## src/hw/rtl/session_slot_table_lru_macros.svh

```systemverilog
// Assertion macros for the session slot table.
// Included by modules that carry concurrent checks; depends on nothing.
`ifndef SESSION_SLOT_TABLE_LRU_MACROS_SVH
`define SESSION_SLOT_TABLE_LRU_MACROS_SVH
// assert that a condition implies a consequence in the same cycle
`define SST_ASSERT_IMP(label, clk, rst, cond, cons) \
  label: assert property (@(posedge clk) disable iff (rst) (cond) |-> (cons)) \
    else $error("check failed");
// assert that a condition implies a consequence in the next cycle
`define SST_ASSERT_NXT(label, clk, rst, cond, cons) \
  label: assert property (@(posedge clk) disable iff (rst) (cond) |=> (cons)) \
    else $error("check failed");
`endif

```

## src/hw/rtl/sst_pkg.sv

```systemverilog
// Shared types and constants for the session slot table.
// Depends on nothing.
package sst_pkg;
  localparam int SLOTS_DEF        = 8;
  localparam int PAYLOAD_BITS_DEF = 32;
  localparam int STAMP_BITS_DEF   = 32;
  localparam int ID_BITS          = 31;
  localparam int SLOT_IDX_BITS    = 3;

  localparam logic MODE_SELECT = 1'b0;
  localparam logic MODE_FORGET = 1'b1;

  // per-cycle command broadcast to every cell
  typedef enum logic [2:0] {
    OP_NONE  = 3'b001,
    OP_WRITE = 3'b010,
    OP_CLEAR = 3'b100
  } cell_op_t;
endpackage

```

## src/hw/rtl/sst_cell.sv

```systemverilog
// One slot of the table plus its stage of the scan chain.
// Depends on sst_pkg.
module sst_cell #(
  parameter int PAYLOAD_BITS = sst_pkg::PAYLOAD_BITS_DEF,
  parameter int STAMP_BITS   = sst_pkg::STAMP_BITS_DEF,
  parameter int IDX_BITS     = 3,
  parameter int MY_INDEX     = 0
) (
  input  logic                     clk,
  input  logic                     rst,
  // command from the controller
  input  sst_pkg::cell_op_t        op,
  input  logic [IDX_BITS-1:0]      op_idx,
  input  logic [sst_pkg::ID_BITS-1:0] wr_id,
  input  logic [STAMP_BITS-1:0]    wr_stamp,
  input  logic                     wr_stamp_en,
  input  logic                     wr_id_en,
  input  logic [PAYLOAD_BITS-1:0]  wr_pay,
  input  logic                     wr_pay_en,
  input  logic [sst_pkg::ID_BITS-1:0] key_a,
  input  logic [sst_pkg::ID_BITS-1:0] excl,
  // chain in: results of lower cells
  input  logic                     in_found_a,
  input  logic [IDX_BITS-1:0]      in_idx_a,
  input  logic [PAYLOAD_BITS-1:0]  in_pay_a,
  input  logic                     in_free,
  input  logic [IDX_BITS-1:0]      in_free_idx,
  input  logic                     in_lru,
  input  logic [IDX_BITS-1:0]      in_lru_idx,
  input  logic [STAMP_BITS-1:0]    in_lru_stamp,
  input  logic [STAMP_BITS-1:0]    in_top,
  output logic                     out_found_a,
  output logic [IDX_BITS-1:0]      out_idx_a,
  output logic [PAYLOAD_BITS-1:0]  out_pay_a,
  output logic                     out_free,
  output logic [IDX_BITS-1:0]      out_free_idx,
  output logic                     out_lru,
  output logic [IDX_BITS-1:0]      out_lru_idx,
  output logic [STAMP_BITS-1:0]    out_lru_stamp,
  output logic [STAMP_BITS-1:0]    out_top
);
  localparam logic [IDX_BITS-1:0] ME = IDX_BITS'(MY_INDEX);
  logic [sst_pkg::ID_BITS-1:0] id;
  logic [STAMP_BITS-1:0]       stamp;
  logic [PAYLOAD_BITS-1:0]     pay;
  logic occ, sel, match_a, lru_take;

  assign occ     = (id != '0);
  assign sel     = (op_idx == ME);
  assign match_a = occ && (id == key_a);
  assign lru_take = (id != excl) && (!in_lru || stamp < in_lru_stamp);

  always_comb begin
    out_found_a   = in_found_a || match_a;
    out_idx_a     = in_found_a ? in_idx_a : ME;
    out_pay_a     = in_found_a ? in_pay_a : pay;
    out_free      = in_free || !occ;
    out_free_idx  = in_free ? in_free_idx : ME;
    out_lru       = in_lru || lru_take;
    out_lru_idx   = lru_take ? ME : in_lru_idx;
    out_lru_stamp = lru_take ? stamp : in_lru_stamp;
    out_top       = (occ && stamp > in_top) ? stamp : in_top;
  end

  always_ff @(posedge clk) begin
    if (rst) begin
      id    <= '0;
      stamp <= '0;
      pay   <= '0;
    end else if (sel) begin
      case (op)
        sst_pkg::OP_WRITE: begin
          if (wr_id_en)    id    <= wr_id;
          if (wr_stamp_en) stamp <= wr_stamp;
          if (wr_pay_en)   pay   <= wr_pay;
        end
        sst_pkg::OP_CLEAR: begin
          id    <= '0;
          stamp <= '0;
          pay   <= '0;
        end
        default: ;
      endcase
    end
  end
endmodule

```

## config.mk

```make
export PLATFORM = sky130hd
export DESIGN_NAME = sst_cell
export DESIGN_NICKNAME = d
export VERILOG_FILES = /design/src/hw/rtl/session_slot_table_lru_macros.svh /design/src/hw/rtl/sst_pkg.sv /design/src/hw/rtl/sst_cell.sv
export SDC_FILE = /design/constraint.sdc
export NUM_CORES = 1
export LEC_CHECK = 0
export BUFFER_PORTS_ARGS = -buffer_cell sky130_fd_sc_hd__buf_2
export CAP_MARGIN = 10
export CORE_AREA = 2 2 149 151
export DETAILED_ROUTE_END_ITERATION = 10
export DIE_AREA = 0 0 151 153
export GPL_TIMING_DRIVEN = 0
export PLACE_DENSITY = 0.61
export SYNTH_ARGS = -nofsm -noshare
export SYNTH_HDL_FRONTEND = slang
export SYNTH_SLANG_ARGS = --single-unit
```

## constraint.sdc

```tcl
create_clock -name clk -period 4.1 [get_ports clk]
set_input_delay 0.205 -clock clk [delete_from_list [all_inputs] [get_ports clk]]
set_output_delay 0.205 -clock clk [all_outputs]
set_load 0.05 [all_outputs]
```

# ---- Word level (Yosys, flattened, before mapping)
# Index checks and enable logic that the tools add are counted.
dict set report word_totals {
  regBits 95
  latchBits 0
  mem_bits_rw 0
  romBits 0
  inputBits 276
  word_cells 39
  memories 0
}
dict set report classes {
  add_sub_neg 0
  n_mul 0
  div_mod_pow 0
  order_cmp 2
  eq_ne 7
  shifts 0
  n_mux 12
  n_bitwise 0
  n_reduce_logical 15
}
# op n
set ops {}
lappend ops {{$mux 32} 5}
lappend ops {{$pmux 32 s2} 2}
lappend ops {{$pmux 31 s2} 1}
lappend ops {{$gt 32x32->1} 1}
lappend ops {{$lt 32x32->1} 1}
lappend ops {{$eq 31x31->1} 1}
lappend ops {{$mux 31} 1}
lappend ops {{$ne 31x31->1} 1}
lappend ops {{$reduce_bool 31->1} 1}
lappend ops {{$mux 3} 3}
lappend ops {{$reduce_and 3->1} 3}
lappend ops {{$ne 2x2->1 const B} 3}
lappend ops {{$logic_or 1x1->1} 4}
lappend ops {{$eq 3x2->1 const B} 1}
lappend ops {{$eq 3x3->1 const B} 1}
lappend ops {{$logic_and 1x1->1} 3}
lappend ops {{$logic_not 3->1} 1}
lappend ops {{$logic_not 1->1} 2}
lappend ops {{$reduce_bool 2->1} 1}

# ---- Longest topological paths before layout
# Gate-level depths: netlist of run 1.
dict set report depth {
  depth_word 4
  depth_mapped 9
  mapped_depth_nobuf 8
}

# ---- Worst setup path before layout of run 1
# No wires, ideal clock.
dict set report synth_timing {
  path_kind {register -> output}
  startpoint {reg stamp[7]}
  endpoint {out out_lru_idx[0]}
  arrival_ps 2545
  required_time_ps 3895
  path_slack_ps 1350
  stages_incl_launch_ff 8
  path_cell_list {dfxtp_1 -> ha_1 -> nand4_1 -> o311a_1 -> o41ai_2 -> a311oi_4 -> buf_6 -> nor2b_1}
}
dict set report synth_between {
  elab_chain_len 4
}
# item line_no
set synth_lines {}
lappend synth_lines {{start: declaration} sst_cell.sv:44} ;# logic [STAMP_BITS-1:0] stamp;
lappend synth_lines {{start signal: assignment} sst_cell.sv:74} ;# if (wr_stamp_en) stamp <= wr_stamp;
lappend synth_lines {{$lt 32x32->1} sst_cell.sv:51} ;# assign lru_take = (id != excl) && (!in_lru || stamp < in_lru_stamp);
lappend synth_lines {{$logic_or 1x1->1} sst_cell.sv:51}
lappend synth_lines {{$logic_and 1x1->1} sst_cell.sv:51}
lappend synth_lines {{$mux 3} sst_cell.sv:60} ;# out_lru_idx = lru_take ? ME : in_lru_idx;
lappend synth_lines {{end: declaration} sst_cell.sv:38} ;# output logic [IDX_BITS-1:0] out_lru_idx,
# No other way between the ends.

# ---- Worst setup path after layout of run 1
dict set report layout_timing {
  startpoint {reg stamp[31]}
  endpoint {out out_lru_stamp[13]}
}
dict set report layout_between {
  elab_chain_len 4
}
# item line_no
set layout_lines {}
lappend layout_lines {{$lt 32x32->1} sst_cell.sv:51}
lappend layout_lines {{$logic_or 1x1->1} sst_cell.sv:51}
lappend layout_lines {{$logic_and 1x1->1} sst_cell.sv:51}
lappend layout_lines {{$mux 32} sst_cell.sv:61} ;# out_lru_stamp = lru_take ? stamp : in_lru_stamp;
lappend layout_lines {{end: declaration} sst_cell.sv:39} ;# output logic [STAMP_BITS-1:0] out_lru_stamp,
# No other way between the ends.

==> metrics.md, run 1 <==
| Metric | Value |
|---|---|
| Number of synthesized flops with an enable pin | `0` |
| Yosys warnings | `0` |
| Syn Inst Count | `867` |
| CTS Root Cell | `clkbuf_16` |
| Cell Chain, Critical Path | `ha_1, nand4_1, nor3_1, a221o_1, o31a_1, a311oi_4, buf_6, mux2_4, buf_2` |
| Status | `complete, no violations` |
| Fmax | `about 0.29 GHz` |
| H-tree depth | `3` |
| Placed Instances | `1528` |
| Number of synthesized register bits | `95` |
| Core Region | `0.0215 mm2` |
| Critical Path Source Type | `flip-flop` |
| Crit-path max FO | `10` |
| Count of final hold-check violations | `0` |
| Layout Cells excl Fill | `roughly 1500` |
| Total wire length | `26500 um` |
| Slowest CP cell | `a311oi_4` |
| Syn Std Cell Area | `about 0.007 mm2` |
| Critical path's top delay family | `compound AO/OA/AOI/OAI gates` |
| Hold WC Path Type | `in -> reg` |
| Via density | `~5.0` |
| RSZ-0062 raised after global routing | `false` |
| Mean Syn Cell Area | `8.20 um2` |
| Global-route wire length before repair | `40000 um` |
| Peak supply drop | `168 uV` |
| Clock Skews | `0 ns` |
| Initial Util | `roughly a third` |
| MaxCap Viol Count | `0` |
| Lkg Pwr | `4.84 nW` |
| Setup_tns | `0 ns` |
| Pwr Density | `250 mW/mm2` |
| Postcts setup bufs | `0` |
| Post-detail-place hpwl | `roughly 22000 um` |
| Die ar. | `0.0231 mm2` |
| Gr usage total | `22.3%` |
| GR Util met1 | `27.9%` |
| Drt drc | `0` |
| Sequential area share after synthesis | `between 20% and 30%` |
| # IOs | `384` |
| Resize count post-CTS | `0` |
| Overall Power | `approximately 0.0024 W` |
| Global route total overflow | `0` |
| Met3 Use GR | `3.49%` |
| Synth-to-Final Area Change | `36.2%` |
| CTS buffer count | `9` |
| CP required | `between 3 and 4 ns` |
| Nets@finish | `1598` |
| DRT Pass-1 Iters | `5` |
| Site row count | `54` |
| Critical path type | `reg -> out` |
| Vias | `between 7000 and 8000` |
| Slew HR | `52.1%` |
| Worst path bufs/invs | `2` |
| CP peak stage delay | `0.55 ns` |
| Clk_lat worst skew | `0.34 ns` |
| Layer with the highest usage | `met2` |
| Die Y | `153 um` |
| Vias in the first global route | `7374` |
| Clock period minus worst slack | `3.51 ns` |
| CTS tree | `yes` |
| Synth area leaders | `dfxtp_1, ha_1, mux2_2` |
| Clock Sinks | `95` |
| Port bufs | `approximately 380` |
| Total nets after synthesis | `about 1200` |
| Netlist cell types | `44` |
| Main flop type after synthesis | `dfxtp_1` |
| Layout cells sized above 1 | `between 30 and 40%` |
| Measured slew at the worst slew-check pin | `0.718 ns` |
| Antenna violations before repair | `2` |
| Clk buf depth | `2` |
| Wire length per cell | `17.2 um` |
| Largest net degree at the start of global routing | `19` |
| Crit path capture type | `output port` |
| Post-CTS Hold Buffers | `0` |
| Count leader, synth | `a21oi_1` |
| ANT nets after route | `0` |
| Initial DRC count | `226` |
| Yosys top cell by area | `dfxtp_1` |
| Die width | `between 150 and 200 um` |
| Crit share post-route | `between 80% and 90%` |
| Async S/R FF share, synth | `0%` |
| Fin util | `~45%` |
| CP arrival | `approximately 3.3 ns` |
| Final count of negative-setup-slack endpoints | `0` |
| Met2 usage | `39.6%` |
| Gpl congestion | `0.906` |
| Post-synth top area share | `26.8%` |
| Synth top cells by count | `a21oi_1, nand2_1, nand3_1, dfxtp_1, mux2_2` |
| Final Slew Violations | `0` |
| Clock slew at reported path FFs | `0.08 ns` |
[final timing paths]
check,slack (ns),cells after the start,endpoint,from
worst max-delay path,0.59,9,out_lru_stamp[13],stamp[31]
worst max register to register,3.28,2,id[27],id[27]
worst min register to register,0.45,2,pay[24],pay[24]
worst min-delay path,0.10,3,pay[17],wr_pay[17]
[cells by family (layout without fill, tap and decap cells)]
group / Yosys count / in the layout / share of synthesized area, %
compound gates: 153 / 153 / 12.3
fa+ha+maj: 63 / 63 / 11.1
buf+inv: 114 / 511 / 6.49
flops: 95 / 95 / 26.8
xor+xnor: 62 / 62 / 7.64
mux: 96 / 96 / 16.6
other cells: 0 / 2 / 0
simple gates: 284 / 284 / 19.1
[placed cells by master (no fill, tap or decap), types with 3 or more instances in the layout]
cell / count
buf_1: 3
a21oi_1: 123
clkbuf_16: 9
and2_1: 6
xnor2_1: 19
buf_4: 3
mux2_4: 27
dfxtp_1: 95
nor3_1: 3
nand4_1: 19
clkinv_4: 3
xor2_1: 43
mux2_2: 68
buf_6: 3
a21o_1: 8
nor2b_1: 5
nand2b_1: 3
nand2_1: 112
clkbuf_1: 42
o21ai_0: 5
nor4_1: 20
nand3_1: 103
ha_1: 63
nor2_1: 7
inv_1: 63
buf_2: 381
[worst min-delay path, delay by kind of cell]
kind                   cells  cell delay, ns
buffers and inverters      1            0.09
AND/OR/NAND/NOR            1            0.05
AO/OA/AOI/OAI              1            0.06
[registers in the layout, summed over array words and instances, names as in the netlist]
signal / cells
pay: 32
stamp: 32
id: 31
[metal layers]
metal  vias up  share of wire (%)
met2       315                 49
met4         0                1.6
met1      3473                 42
met3        30                7.0
met5         -                  0
li1       3835                  -
[stage by stage]
step	hold slack [ns]	cell area, um2	setup WS (ns)
final	0.102	9680	0.594
after global routing	0.0981	9680	0.412
after detailed placement	0.443	9370	0.921
after floorplan	0.357	7110	1.35
after CTS	0.0826	9680	0.511
after global placement	0.436	9370	0.916
[power by group]
part / total (W) / internal, W / switching [W]
clock network: 0.000905 / 0.000488 / 0.000416
logic: 0.000575 / 0.000219 / 0.000356
registers: 0.000942 / 0.000930 / 0.0000113
[cell type report]
cell class,instances,area (um2)
tap,280,350
buffer,51,225
fill,2214,11800
sequential,95,1900
antenna,2,5.00
timing repair buffer,381,1910
clock buffer,9,225
inverter,63,236
clock inverter,7,87.6
multi-input combinational,658,4750
Note: power is estimated with default switching activity, not from simulation.
==> inputs of run 2 (changes only) <==
Settings changed: CORE_AREA 2 2 149 151 to 3 3 150 152, DIE_AREA 0 0 151 153 to 0 0 153 155.
==> run 2 against run 1 <==
  * Setup slack worse by 0.17 ns
  * Die area is 2.6% higher
  * Final cell count is 0.32% lower
  * Non-clock buffer count stayed put
  * Clock-buffer cell count stayed put
==> metrics.md, run 2 (same netlist as run 1, synthesis figures left out) <==
| Metric | Value |
|---|---|
| Status | `complete, no violations` |
| Cell Chain, Critical Path | `ha_1, a211o_1, a31oi_1, o311a_1, o41ai_2, a311oi_4, buf_6, mux2_4, buf_2` |
| Vias in the first global route | `roughly 7600` |
| Post-DP Area | `0.00936 mm2` |
| Gr usage total | `21.8%` |
| Pwr Density | `260 mW/mm2` |
| Total wire length | `27400 um` |
| Nets@finish | `around 1600` |
| Die width | `between 150 and 200 um` |
| Clock Skews | `0 ns` |
| Crit-path max FO | `10` |
| Setup_tns | `0 ns` |
| CTS Root Cell | `clkbuf_16` |
| Via density | `5.03` |
| Largest net degree at the start of global routing | `18` |
| Min Hold Slack | `0.103 ns` |
| Hold WC Path Type | `in -> reg` |
| Commonest non-fill, non-tap cell in the layout | `buf_2` |
| Critical Path Source Type | `flip-flop` |
| Final Cell Area | `about 0.0097 mm2` |
| Critical path type | `reg -> out` |
| Most frequent cells in the layout | `buf_2, a21oi_1, nand2_1, nand3_1, dfxtp_1` |
| Clock Sinks | `95` |
| H-tree depth | `3` |
| Count of final hold-check violations | `0` |
| Clock period minus worst slack | `~3.7 ns` |
| Slowest CP cell | `a311oi_4` |
| Drt drc | `0` |
| Crit share post-route | `89.5%` |
| Peak supply drop | `167 uV` |
| Layout Cells excl Fill | `around 1500` |
| Final count of negative-setup-slack endpoints | `0` |
| Core Region | `approximately 0.021 mm2` |
| CP required | `~4 ns` |
| Measured slew at the worst slew-check pin | `between 0.7 and 0.8 ns` |
| MaxCap Viol Count | `0` |
| Post-detail-place hpwl | `22800 um` |
| Post-CTS Hold Buffers | `0` |
| # IOs | `roughly 380` |
| CP peak stage delay | `around 0.7 ns` |
| Registers with the most flip-flops | `pay: 32 flops, stamp: 32 flops, id: 31 flops` |
| RSZ-0062 raised after global routing | `false` |
| Clock slew at reported path FFs | `roughly 0.07 ns` |
| Fin util | `between 40% and 50%` |
| Die Y | `155 um` |
| Gpl congestion | `0.889` |
| CP arrival | `3.47 ns` |
| Setup crit end | `out_lru_stamp[11]` |
| Die ar. | `around 0.024 mm2` |
| Lkg Pwr | `a little under 5 nW` |
| Reg2reg end | `stamp[1]` |
| Antenna violations before repair | `3` |
| Synth-to-Final Area Change | `36.7%` |
| Global route total overflow | `0` |
| RR Startpoint | `stamp[1]` |
| Global-route wire length before repair | `41300 um` |
| Resize count post-CTS | `0` |
| Postcts setup bufs | `0` |
| Clk buf depth | `2` |
| Layout cells sized above 1 | `between 30% and 40%` |
| # fillers | `2157` |
| Initial Util | `around a third` |
| Setup slack, reg-to-reg | `3.27 ns` |
| CTS buffer count | `9` |
| ANT nets after route | `0` |
| Setup crit start | `stamp[2]` |
| Fmax | `0.272 GHz` |
| Clk_lat worst skew | `between 0.3 and 0.4 ns` |
| Initial DRC count | `268` |
| DRT Pass-1 Iters | `5` |
| CTS tree | `yes` |
| Final Slew Violations | `0` |
| Placed Instances | `1523` |
| Slew HR | `50.0%` |
| Site row count | `53` |
| Wire length per cell | `17.8 um` |
| Port bufs | `381` |
| Vias | `7751` |
| Crit path capture type | `output port` |
| Register-to-Register Path Depth | `2` |
run 2: changes by cell type in the layout (fill, tap and decap cells not counted), sizes merged:
cell | previous run | this run
bufinv | 1 | 3
clkinv | 3 | 0
inv | 66 | 67
run 2: per-stage QoR:
| stage | power (W) | setup WS (ns) |
|---|---|---|
| after floorplan | 0.00130 | 1.35 |
| final | 0.00253 | 0.429 |
| after global routing | 0.00263 | 0.272 |
| after global placement | 0.00154 | 0.782 |
| after detailed placement | 0.00154 | 0.772 |
| after CTS | 0.00255 | 0.367 |
run 2: worst min path at each step:
stage	to	slack [ns]	startpoint	depth (start not counted)
after global placement	pay[14]	0.44	pay[14]	2
after global routing	pay[18]	0.09	wr_pay[18]	3
after CTS	pay[18]	0.09	wr_pay[18]	3
final	pay[13]	0.10	wr_pay[13]	3
after floorplan	id[0]	0.36	wr_id[0]	2
after detailed placement	pay[4]	0.45	pay[4]	2
run 2: layout make-up:
type / count / area, um2 / share of cell area (%)
flip-flops and latches: 95 / 1900 / 19.6
clock inverters: 7 / 125 / 1.29
plain buffers: 51 / 225 / 2.32
multi-input cells: 658 / 4750 / 48.8
repair buffers: 381 / 1910 / 19.6
well taps: 275 / 344 / 3.54
clock buffers: 9 / 225 / 2.32
diodes: 2 / 5.00 / 0.0515
inverters: 63 / 236 / 2.43
run 2: where the power goes:
part	switching (W)	internal (W)
combinational	0.000358	0.000219
sequential	0.0000113	0.000930
clock	0.000403	0.000606
total	0.000772	0.00176
run 2: critical path: cells and delay by family (launching register included):
kind | cells | cell delay (ns)
compound gates | 5 | 1.54
fa+ha+maj | 1 | 0.30
buf+inv | 2 | 0.49
flops | 1 | 0.47
mux | 1 | 0.31
run 2: routing by layer:
| metal | wire [um] | share of wire [%] | global-route usage, % |
|---|---|---|---|
| met4 | 442 | 1.6 | 5.13 |
| met3 | 2000 | 7.3 | 4.42 |
| met1 | 11500 | 42 | 27.5 |
| met2 | 13500 | 49 | 38.5 |
| met5 | 13 | 0.047 | 0 |
